[src/ple_pkg.sv]
// Package for the positional list engine.
// Holds the op and status codes, the request and response payload types,
// and the shift command type that goes to the cell row. No dependencies.
package ple_pkg;

   // Default number of cells in the list.
   localparam int CAPACITY_DEF = 16;

   // Field widths fixed by the request and response formats.
   localparam int OP_W     = 3;
   localparam int VALUE_W  = 32;
   localparam int POS_W    = 5;
   localparam int STATUS_W = 2;
   localparam int COUNT_W  = 5;

   // Request op codes.
   localparam logic [OP_W-1:0] OP_INS_FRONT = 3'd0;
   localparam logic [OP_W-1:0] OP_INS_BACK  = 3'd1;
   localparam logic [OP_W-1:0] OP_INS_POS   = 3'd2;
   localparam logic [OP_W-1:0] OP_DEL_FRONT = 3'd3;
   localparam logic [OP_W-1:0] OP_DEL_BACK  = 3'd4;
   localparam logic [OP_W-1:0] OP_DEL_POS   = 3'd5;

   // Response status codes.
   localparam logic [STATUS_W-1:0] ST_OK     = 2'd0;
   localparam logic [STATUS_W-1:0] ST_BADPOS = 2'd1;
   localparam logic [STATUS_W-1:0] ST_EMPTY  = 2'd2;
   localparam logic [STATUS_W-1:0] ST_FULL   = 2'd3;

   typedef struct packed {
      logic [OP_W-1:0]           op;
      logic signed [VALUE_W-1:0] value;
      logic [POS_W-1:0]          position;
   } req_payload_type;

   typedef struct packed {
      logic [STATUS_W-1:0]       status;
      logic [COUNT_W-1:0]        count;
      logic signed [VALUE_W-1:0] removed_value;
      logic signed [VALUE_W-1:0] head_value;
   } rsp_payload_type;

   // Shift command broadcast to every cell for one request.
   typedef struct packed {
      logic ins;   // open a slot at the target index
      logic del;   // close the slot at the target index
   } shift_type;

endpackage

[src/ple_cell.sv]
// One storage cell of the list: holds one value and shifts with its neighbors.
// Depends on ple_pkg for the shift command type and the value width.
module ple_cell #(
   parameter int INDEX = 0,
   parameter int IDX_W = 5
) (
   input  logic                          clock,
   input  ple_pkg::shift_type            shift,
   input  logic [IDX_W-1:0]              target_idx,
   input  logic signed [ple_pkg::VALUE_W-1:0] new_value,
   input  logic signed [ple_pkg::VALUE_W-1:0] left_value,
   input  logic signed [ple_pkg::VALUE_W-1:0] right_value,
   output logic signed [ple_pkg::VALUE_W-1:0] data,
   output logic signed [ple_pkg::VALUE_W-1:0] data_next,
   output logic signed [ple_pkg::VALUE_W-1:0] pick
);
   import ple_pkg::*;

   localparam logic [IDX_W-1:0] MY_IDX = IDX_W'(INDEX);

   logic signed [VALUE_W-1:0] data_ff;
   logic signed [VALUE_W-1:0] data_in;
   logic                      at_target;
   logic                      past_target;

   assign at_target   = (target_idx == MY_IDX);
   assign past_target = (MY_IDX > target_idx);

   // Cells behind the target move back on an insert; cells at or behind it
   // move forward on a delete.
   always_comb begin
      data_in = data_ff;
      if (shift.ins) begin
         if (at_target) begin
            data_in = new_value;
         end else if (past_target) begin
            data_in = left_value;
         end
      end else if (shift.del && (at_target || past_target)) begin
         data_in = right_value;
      end
   end

   always_ff @(posedge clock) begin
      data_ff <= data_in;
   end

   // The deleted value leaves through this port; other cells give zero.
   assign pick      = (shift.del && at_target) ? data_ff : '0;
   assign data      = data_ff;
   assign data_next = data_in;

endmodule

[config.mk]
export PLATFORM = sky130hd
export DESIGN_NAME = ple_cell
export DESIGN_NICKNAME = d
export VERILOG_FILES = /design/src/ple_pkg.sv /design/src/ple_cell.sv
export SDC_FILE = /design/constraint.sdc
export NUM_CORES = 1
export LEC_CHECK = 0
export ABC_AREA = 0
export BUFFER_PORTS_ARGS = -buffer_cell sky130_fd_sc_hd__buf_4
export CORE_UTILIZATION = 35
export CTS_CLUSTER_SIZE = 20
export DETAILED_ROUTE_END_ITERATION = 10
export GPL_ROUTABILITY_DRIVEN = 0
export GPL_TIMING_DRIVEN = 0
export HOLD_SLACK_MARGIN = 0.15
export PLACE_DENSITY = 0.77
export SLEW_MARGIN = 15
export SYNTH_ARGS = -nofsm -noshare
export SYNTH_HDL_FRONTEND = slang
export SYNTH_SLANG_ARGS = --single-unit
[constraint.sdc]
create_clock -name clock -period 1.5 [get_ports clock]
set_input_delay 0.15 -clock clock [delete_from_list [all_inputs] [get_ports clock]]
set_output_delay 0.15 -clock clock [all_outputs]
set_load 0.02 [all_outputs]
# [Word-level counts from Yosys, hierarchy flattened]
# Cells that the tools add are included.
# W data, S select, Z words.
[word_totals] reg_bits=32 word_cells=11 inputBits=104
[op_classes] mux=5 order_cmp=1 n_reduce_logical=4
[op_table] op="$mux W32" count=5
[op_table] op="$gt A1 B5 Y1 const A" count=1
[op_table] op="$logic_not A5 Y1" count=1
[op_table] op="$logic_and A1 B1 Y1" count=2
[op_table] op="$logic_or A1 B1 Y1" count=1

# [Logic depth before layout (Yosys ltp)]
# Gate-level depths: netlist of the first run.
[logic_depth] depth_word=5 mapped_depth=6 ltp_nobuf=3

# [Worst setup path after synthesis of the first run]
# No wires, ideal clock.
[synth_timing] path_kind="input-to-reg" from="input port target_idx[4]" to="register data_ff[0] (netlist: data[0])" setup_ps=188 arrival_ps=1537 slack_ps=-224 cell_stages=4 required_time_ps=1312 cell_sequence="or3_1 or2_1 buf_2 a221oi_1"
[synth_between] elab_chain_cells=5
[synth_rtl] item="start, declared" line="ple_cell.sv:9" source="input logic [IDX_W-1:0] target_idx,"
[synth_rtl] item="$gt A1 B5 Y1 or $logic_not A5 Y1 (tied branches)" line="ple_cell.sv:27, ple_cell.sv:26"
[synth_rtl] item="$logic_or A1 B1 Y1" line="ple_cell.sv:39" source="end else if (shift.del && (at_target || past_target)) begin"
[synth_rtl] item="$logic_and A1 B1 Y1" line="ple_cell.sv:39"
[synth_rtl] item="$mux W32" line="ple_cell.sv:39"
[synth_rtl] item="$mux W32 *" line="ple_cell.sv:33" source="if (shift.ins) begin"
[synth_rtl] item="named net data_next, one bit" line="ple_cell.sv:14" source="output logic signed [ple_pkg::VALUE_W-1:0] data_next,"
[synth_rtl] item="end signal, assigned" line="ple_cell.sv:45" source="data_ff <= data_in;"
[synth_rtl] item="end, declared" line="ple_cell.sv:21" source="logic signed [VALUE_W-1:0] data_ff;"
# Mark *: on every way through the listed nets, which the timed path passes. The rest lies on a longest branch.

# [Worst setup path after layout of the first run]
[layout_timing] from="input port target_idx[1]" to="output port data_next[23] in the netlist's numbering"
[layout_between] elab_chain_cells=5
[layout_rtl] item="$gt A1 B5 Y1 or $logic_not A5 Y1 (tied branches)" line="ple_cell.sv:27, ple_cell.sv:26"
[layout_rtl] item="$logic_or A1 B1 Y1" line="ple_cell.sv:39"
[layout_rtl] item="$logic_and A1 B1 Y1" line="ple_cell.sv:39"
[layout_rtl] item="$mux W32" line="ple_cell.sv:39"
[layout_rtl] item="$mux W32 *" line="ple_cell.sv:33"
[layout_rtl] item="end, declared" line="ple_cell.sv:14"
# Mark *: on every way between the ends. The rest lies on a longest branch, timed or not.

==> impl_metrics.tcl, run 1 <==
set metrics [dict create \
    fp-row-count 28 \
    vdd.ir_drop.worst_v 0.0003910 \
    placed_cell_area_mm2 0.004130 \
    register_to_register_setup_slack_ns 0.45 \
    routed-via-count 3118 \
    boundaryPins 200 \
    largest_register_ffs 32 \
    kind_of_critical_path "in2out" \
    critPathArrivalTime_ns 1.71 \
    place.port_buffers 167 \
    largest_area_contributor_in_the_netlist "sky130_fd_sc_hd__dfxtp_1" \
    groute.usage.overall_pct 30.66 \
    yosysWarningCount 0 \
    core_area_mm2 0.006096 \
    finalCritPeriodShare_pct 124.0 \
    drtPass1Iterations 4 \
    dieHeight_um 82.55 \
    post-route-cell-area_mm2 0.005359 \
    largest_family_of_logic_cells_by_synthesized_area "compound AO/OA/AOI/OAI gates" \
    cts_sinks 32 \
    numCtsBuffers 5 \
    synth.yosys.seq_area_share_pct 28.21 \
    timing.final.crit_period_ns 1.859 \
    finalSetupTns_ns -16.09 \
    post_synth_main_area_contributors "sky130_fd_sc_hd__dfxtp_1 28%, sky130_fd_sc_hd__a221oi_2 19%, sky130_fd_sc_hd__o32ai_1 11%" \
    die-width_um 82.55 \
    grt_remaining_overflow 0 \
    floorplan.initialDensity_pct 37.25 \
    insertedDiodeCount 0 \
    final_max_slew_viol_count 0 \
    cts_tree "done" \
    routed_via_density 5.894 \
    critical_path_rt_ns 1.35 \
    htree_num_levels 2 \
    hp-start "new_value[2]" \
    synth_compound_gate_area_share_pct 32.34 \
    cp-start-kind "primary input" \
    dieArea_mm2 0.006815 \
    async_flop_share_pct 0 \
    startpoint "target_idx[1]" \
    power.total_mw 3.244 \
    synth_area_mm2 0.002271 \
    capture_point_of_the_worst_reg_to_reg_path "data[13]" \
    power_density_mw_per_mm2 605.4 \
    worst-r2r-cell-count 3 \
    finalWorstSetupSlack_ns -0.3595 \
    worstSkewPairLatency_ns 0.28 \
    synth.distinct_cells 21 \
    synth_simple_gate_area_share_pct 26.72 \
    cap_viol_max_count 0 \
    rsz0062_at_grt "true" \
    cell_types_with_the_highest_counts_after_synthesis "32 x sky130_fd_sc_hd__and3_1, 32 x sky130_fd_sc_hd__dfxtp_1, 32 x sky130_fd_sc_hd__inv_1, 32 x sky130_fd_sc_hd__nor3_1, 29 x sky130_fd_sc_hd__a221oi_2" \
    yosys.area_share.xor_xnor_pct 0 \
    drt-total-wl_mm 11.99 \
    hold_path.class "in2reg" \
    final.setup_skew_ns 0 \
    drtIter0Drc 141 \
    cp_max_fo 10 \
    fmax_ghz 0.5378 \
    leakagePower_nw 2.379 \
    outcome "finished, violations left" \
    syn2layout_area_growth_pct 136.0 \
    drive_above_1_share_pct 71.59 \
    nFillCells 265 \
    worstReg2RegStart "data[13]" \
    setup_violations 64 \
    post_synth_fa_ha_maj_area_fraction_pct 0 \
    post-route-util_pct 87.91 \
    ys.flop_type "sky130_fd_sc_hd__dfxtp_1" \
    failed_checks "negative setup slack" \
    grt_max_degree 11 \
    detailed_place_hpwl_mm 7.054 \
    postRouteAntennaNets 0 \
    synth_largest_type_area_fraction_pct 28.21 \
    drt-wirelength-per-cell_um 22.66 \
    fin_nets 557 \
    max-slew-margin-rel_pct 58.37 \
    syn-num-nets 369 \
    cp-end-kind "primary output" \
    multiplexer_area_fraction_after_synthesis_pct 0 \
    root_driver "sky130_fd_sc_hd__clkbuf_8" \
    max_slew.worst_pin.slew_ns 0.6244 \
    number_of_remaining_drc_errors 0 \
    number_of_flops_mapped_to_enable_cells_by_yosys 0 \
    grt_pass1_wl_mm 15.55 \
    first_global_vias 3011 \
    synthesis.area_per_instance_um2 8.570 \
    postSynthRegisterBits 32 \
    clkTransAtPathRegs_ns 0.07 \
    netlist_instances 265 \
    hold_violations 0 \
    clock_path_buffers 2 \
    endpoint "data_next[23]" \
    antenna_found_initial 0 \
]
worst min-delay path by stage:
stage | endpoint | slack (ns) | cells past startpoint
global route | data[8] | 0.26 | 3
detailed placement | data[31] | 0.53 | 2
finish | data[2] | 0.25 | 3
floorplan | data[30] | 0.50 | 0
CTS | data[0] | 0.24 | 3
global placement | data[31] | 0.51 | 2
routing by layer:
layer	up-vias	GRT usage (%)	wire, um
met3	32	5.604	772
met5	-	0	0
met1	1544	36.30	4555
met2	156	55.04	6290
met4	0	10.69	367
li1	1386	-	-
timing repair:
action	CTS	global route
pin swaps	4	8
gates cloned	2	4
buffers inserted	6	4
hold buffers	0	0
endpoints found under the setup margin	69	64
gates resized for setup	169	26
report_power, final:
group | leakage, nW | switching [mW] | internal, mW
Sequential | 0.262 | 0.112 | 0.928
Clock | 0.0455 | 0.336 | 0.375
Combinational | 2.07 | 0.750 | 0.744
Total | 2.38 | 1.20 | 2.05
kinds of logic (layout without fill, tap and decap cells):
group           after synthesis  count (layout)
flops                        32              32
buf+inv                      67             256
simple gates                102             102
compound gates               64              64
final cells by class:
class | count | area, um2 | area share (%)
well taps | 75 | 93.84 | 1.751
inverters | 32 | 120.1 | 2.241
clock buffers | 8 | 90.09 | 1.681
plain buffers | 33 | 339.1 | 6.327
multi-input cells | 166 | 2394 | 44.67
repair buffers | 183 | 1682 | 31.38
flip-flops and latches | 32 | 640.6 | 11.95
metrics by stage:
stage	instances	setup slack, ns	hold WS [ns]
floorplan	265	-0.2189	0.5018
CTS	522	-0.2895	0.2429
detailed placement	507	-0.5374	0.5259
finish	529	-0.3595	0.2548
global route	529	-0.3703	0.2597
global placement	507	-0.5460	0.5133
critical path, cell delays in order:
cell and delay (ns):
sky130_fd_sc_hd__buf_8 0.11, sky130_fd_sc_hd__buf_4 0.13, sky130_fd_sc_hd__or3b_2 0.56, sky130_fd_sc_hd__buf_4 0.24
sky130_fd_sc_hd__nor3_2 0.28, sky130_fd_sc_hd__a221oi_4 0.07, sky130_fd_sc_hd__buf_6 0.17
layout by cell type, fill, tap and decap left out:
| cell | count |
|---|---|
| sky130_fd_sc_hd__clkbuf_16 | 4 |
| sky130_fd_sc_hd__o32ai_1 | 1 |
| sky130_fd_sc_hd__a221oi_4 | 31 |
| sky130_fd_sc_hd__or4b_2 | 3 |
| sky130_fd_sc_hd__nor3_2 | 29 |
| sky130_fd_sc_hd__o22a_1 | 1 |
| sky130_fd_sc_hd__buf_12 | 5 |
| sky130_fd_sc_hd__clkbuf_1 | 3 |
| sky130_fd_sc_hd__nor2_4 | 1 |
| sky130_fd_sc_hd__dfxtp_1 | 32 |
| sky130_fd_sc_hd__or3b_2 | 1 |
| sky130_fd_sc_hd__buf_8 | 3 |
| sky130_fd_sc_hd__and3_1 | 25 |
| sky130_fd_sc_hd__o22ai_1 | 3 |
| sky130_fd_sc_hd__clkbuf_2 | 8 |
| sky130_fd_sc_hd__bufbuf_16 | 1 |
| sky130_fd_sc_hd__o32ai_2 | 3 |
| sky130_fd_sc_hd__buf_4 | 127 |
| sky130_fd_sc_hd__o32ai_4 | 24 |
| sky130_fd_sc_hd__clkbuf_4 | 5 |
| sky130_fd_sc_hd__buf_6 | 58 |
| sky130_fd_sc_hd__inv_1 | 32 |
| sky130_fd_sc_hd__clkbuf_8 | 10 |
| sky130_fd_sc_hd__and3_4 | 7 |
| sky130_fd_sc_hd__nor3_4 | 2 |
| sky130_fd_sc_hd__nor2_1 | 2 |
| sky130_fd_sc_hd__a2bb2oi_1 | 1 |
| sky130_fd_sc_hd__nor3_1 | 1 |
| sky130_fd_sc_hd__or2_4 | 2 |
| sky130_fd_sc_hd__nand2b_1 | 28 |
| sky130_fd_sc_hd__or3_4 | 1 |
No activity file was read; power rests on OpenSTA's default activity.
==> run 2: changes to the inputs <==
--- a/config.mk
+++ b/config.mk
@@ -18,3 +18,4 @@
 export SYNTH_ARGS = -nofsm -noshare
 export SYNTH_HDL_FRONTEND = slang
 export SYNTH_SLANG_ARGS = --single-unit
+export TNS_END_PERCENT = 50
==> impl_metrics.tcl, run 2 (synthesized netlist as in run 1, its figures left out) <==
set metrics [dict create \
    grt_max_degree 11 \
    finalWorstSetupSlack_ns -0.3237 \
    nFillCells 334 \
    boundaryPins 200 \
    power_density_mw_per_mm2 611.0 \
    leakagePower_nw 2.310 \
    routed_via_density 5.737 \
    kind_of_critical_path "in2out" \
    worstSkewPairLatency_ns 0.28 \
    layout.cells.most_common "sky130_fd_sc_hd__buf_4" \
    clock_path_buffers 2 \
    final.setup_skew_ns 0 \
    drt-wirelength-per-cell_um 21.33 \
    drtIter0Drc 98 \
    max-slew-margin-rel_pct 57.07 \
    cts_tree "done" \
    grt_pass1_wl_mm 15.25 \
    outcome "finished, violations left" \
    rsz0062_at_grt "true" \
    drive_above_1_share_pct 69.06 \
    antenna_found_initial 0 \
    root_driver "sky130_fd_sc_hd__clkbuf_8" \
    dieArea_mm2 0.006815 \
    hold_path.class "in2reg" \
    critPathArrivalTime_ns 1.67 \
    syn2layout_area_growth_pct 124.9 \
    vdd.ir_drop.worst_v 0.0004735 \
    routed-via-count 2989 \
    htree_num_levels 2 \
    area.sequential_um2 640.6 \
    place.port_buffers 167 \
    dr.max_layer_used "met4" \
    cp_max_fo 10 \
    drt-total-wl_mm 11.11 \
    met2RoutedLength_mm 6.020 \
    final_max_slew_viol_count 0 \
    cap_viol_max_count 0 \
    timing.final.crit_period_ns 1.824 \
    grt_remaining_overflow 0 \
    clkTransAtPathRegs_ns 0.07 \
    numCtsBuffers 5 \
    fp-row-count 28 \
    floorplan.initialDensity_pct 37.25 \
    post-route-util_pct 83.78 \
    max_slew.worst_pin.slew_ns 0.6440 \
    route.layer.met1.wl_mm 4.148 \
    detailed_place_hpwl_mm 6.919 \
    power.total_mw 3.121 \
    insertedDiodeCount 0 \
    dieHeight_um 82.55 \
    groute.usage.overall_pct 29.92 \
    startpoint "target_idx[1]" \
    core_area_mm2 0.006096 \
    most-common-layout-cells "145 x sky130_fd_sc_hd__buf_4, 39 x sky130_fd_sc_hd__buf_6, 32 x sky130_fd_sc_hd__inv_1, 32 x sky130_fd_sc_hd__and3_1, 32 x sky130_fd_sc_hd__dfxtp_1" \
    largest_register_ffs 32 \
    fin_nets 552 \
    cp-end-kind "primary output" \
    met3_length_um 678 \
    fmax_ghz 0.5483 \
    drtPass1Iterations 4 \
    postRouteAntennaNets 0 \
    number_of_remaining_drc_errors 0 \
    cts_sinks 32 \
    critical_path_rt_ns 1.35 \
    hp-start "new_value[7]" \
    hold_violations 0 \
    multi_input_combinational_cell_area_mm2 0.002346 \
    worstReg2RegStart "data[13]" \
    setup_violations 65 \
    first_global_vias 3026 \
    failed_checks "negative setup slack" \
    placed_cells 507 \
    post_layout_nonfiller_instances 521 \
    finalCritPeriodShare_pct 121.6 \
    die-width_um 82.55 \
    cp-start-kind "primary input" \
]
-- run 2: cell types whose count changed in the layout (fill, tap and decap cells not counted), sizes merged --
| cell | before | now |
|---|---|---|
| clkbuf | 30 | 25 |
| buf | 193 | 191 |
| bufbuf | 1 | 0 |
-- run 2: power breakdown --
part,leakage [nW],switching [mW],internal [mW]
Clock,0.0359,0.326,0.300
Sequential,0.262,0.112,0.928
Combinational,2.01,0.736,0.719
Total,2.31,1.17,1.95
-- run 2: routing by layer --
| metal | up-vias | GRT usage [%] |
|---|---|---|
| li1 | 1362 | - |
| met1 | 1465 | 31.88 |
| met2 | 136 | 58.02 |
| met3 | 26 | 6.923 |
| met4 | 0 | 8.448 |
| met5 | - | 0 |
-- run 2: critical path: stages --
cell and delay (ns):
sky130_fd_sc_hd__buf_4 0.13, sky130_fd_sc_hd__or3b_2 0.48, sky130_fd_sc_hd__clkbuf_1 0.17, sky130_fd_sc_hd__clkbuf_4 0.26, sky130_fd_sc_hd__nor3_2 0.23, sky130_fd_sc_hd__a221oi_4 0.07, sky130_fd_sc_hd__buf_6 0.17
-- run 2: worst paths after layout --
kind	to	slack, ns	depth (start not counted)
max	data_next[25]	-0.32	7
min	data[7]	0.25	3
max reg2reg	data[13]	0.33	4
min reg2reg	data[4]	0.56	2
-- run 2: area by class of cell --
type / instances / area share (%)
buffer: 34 / 6.394
clock buffer: 5 / 1.347
multi-input combinational: 166 / 45.93
inverter: 32 / 2.352
tap: 75 / 1.837
sequential: 32 / 12.54
timing repair buffer: 177 / 29.59
-- run 2: stage by stage --
step / hold slack (ns) / setup TNS, ns / worst slack [ns] / cell area, um2
floorplan: 0.5018 / -3.963 / -0.2189 / 2758
global placement: 0.4942 / -34.09 / -0.4900 / 4105
detailed placement: 0.5024 / -36.35 / -0.5479 / 4106
CTS: 0.2485 / -12.95 / -0.3222 / 4949
global route: 0.2619 / -15.49 / -0.3577 / 5107
finish: 0.2524 / -13.55 / -0.3237 / 5107
-- run 2: timing repair --
action / in CTS / in global routing
resized for setup: 142 / 19
setup endpoints to repair: 66 / 65
gates cloned: 1 / 2
buffers inserted: 3 / 4
pin swaps: 7 / 6
hold buffers: 0 / 0
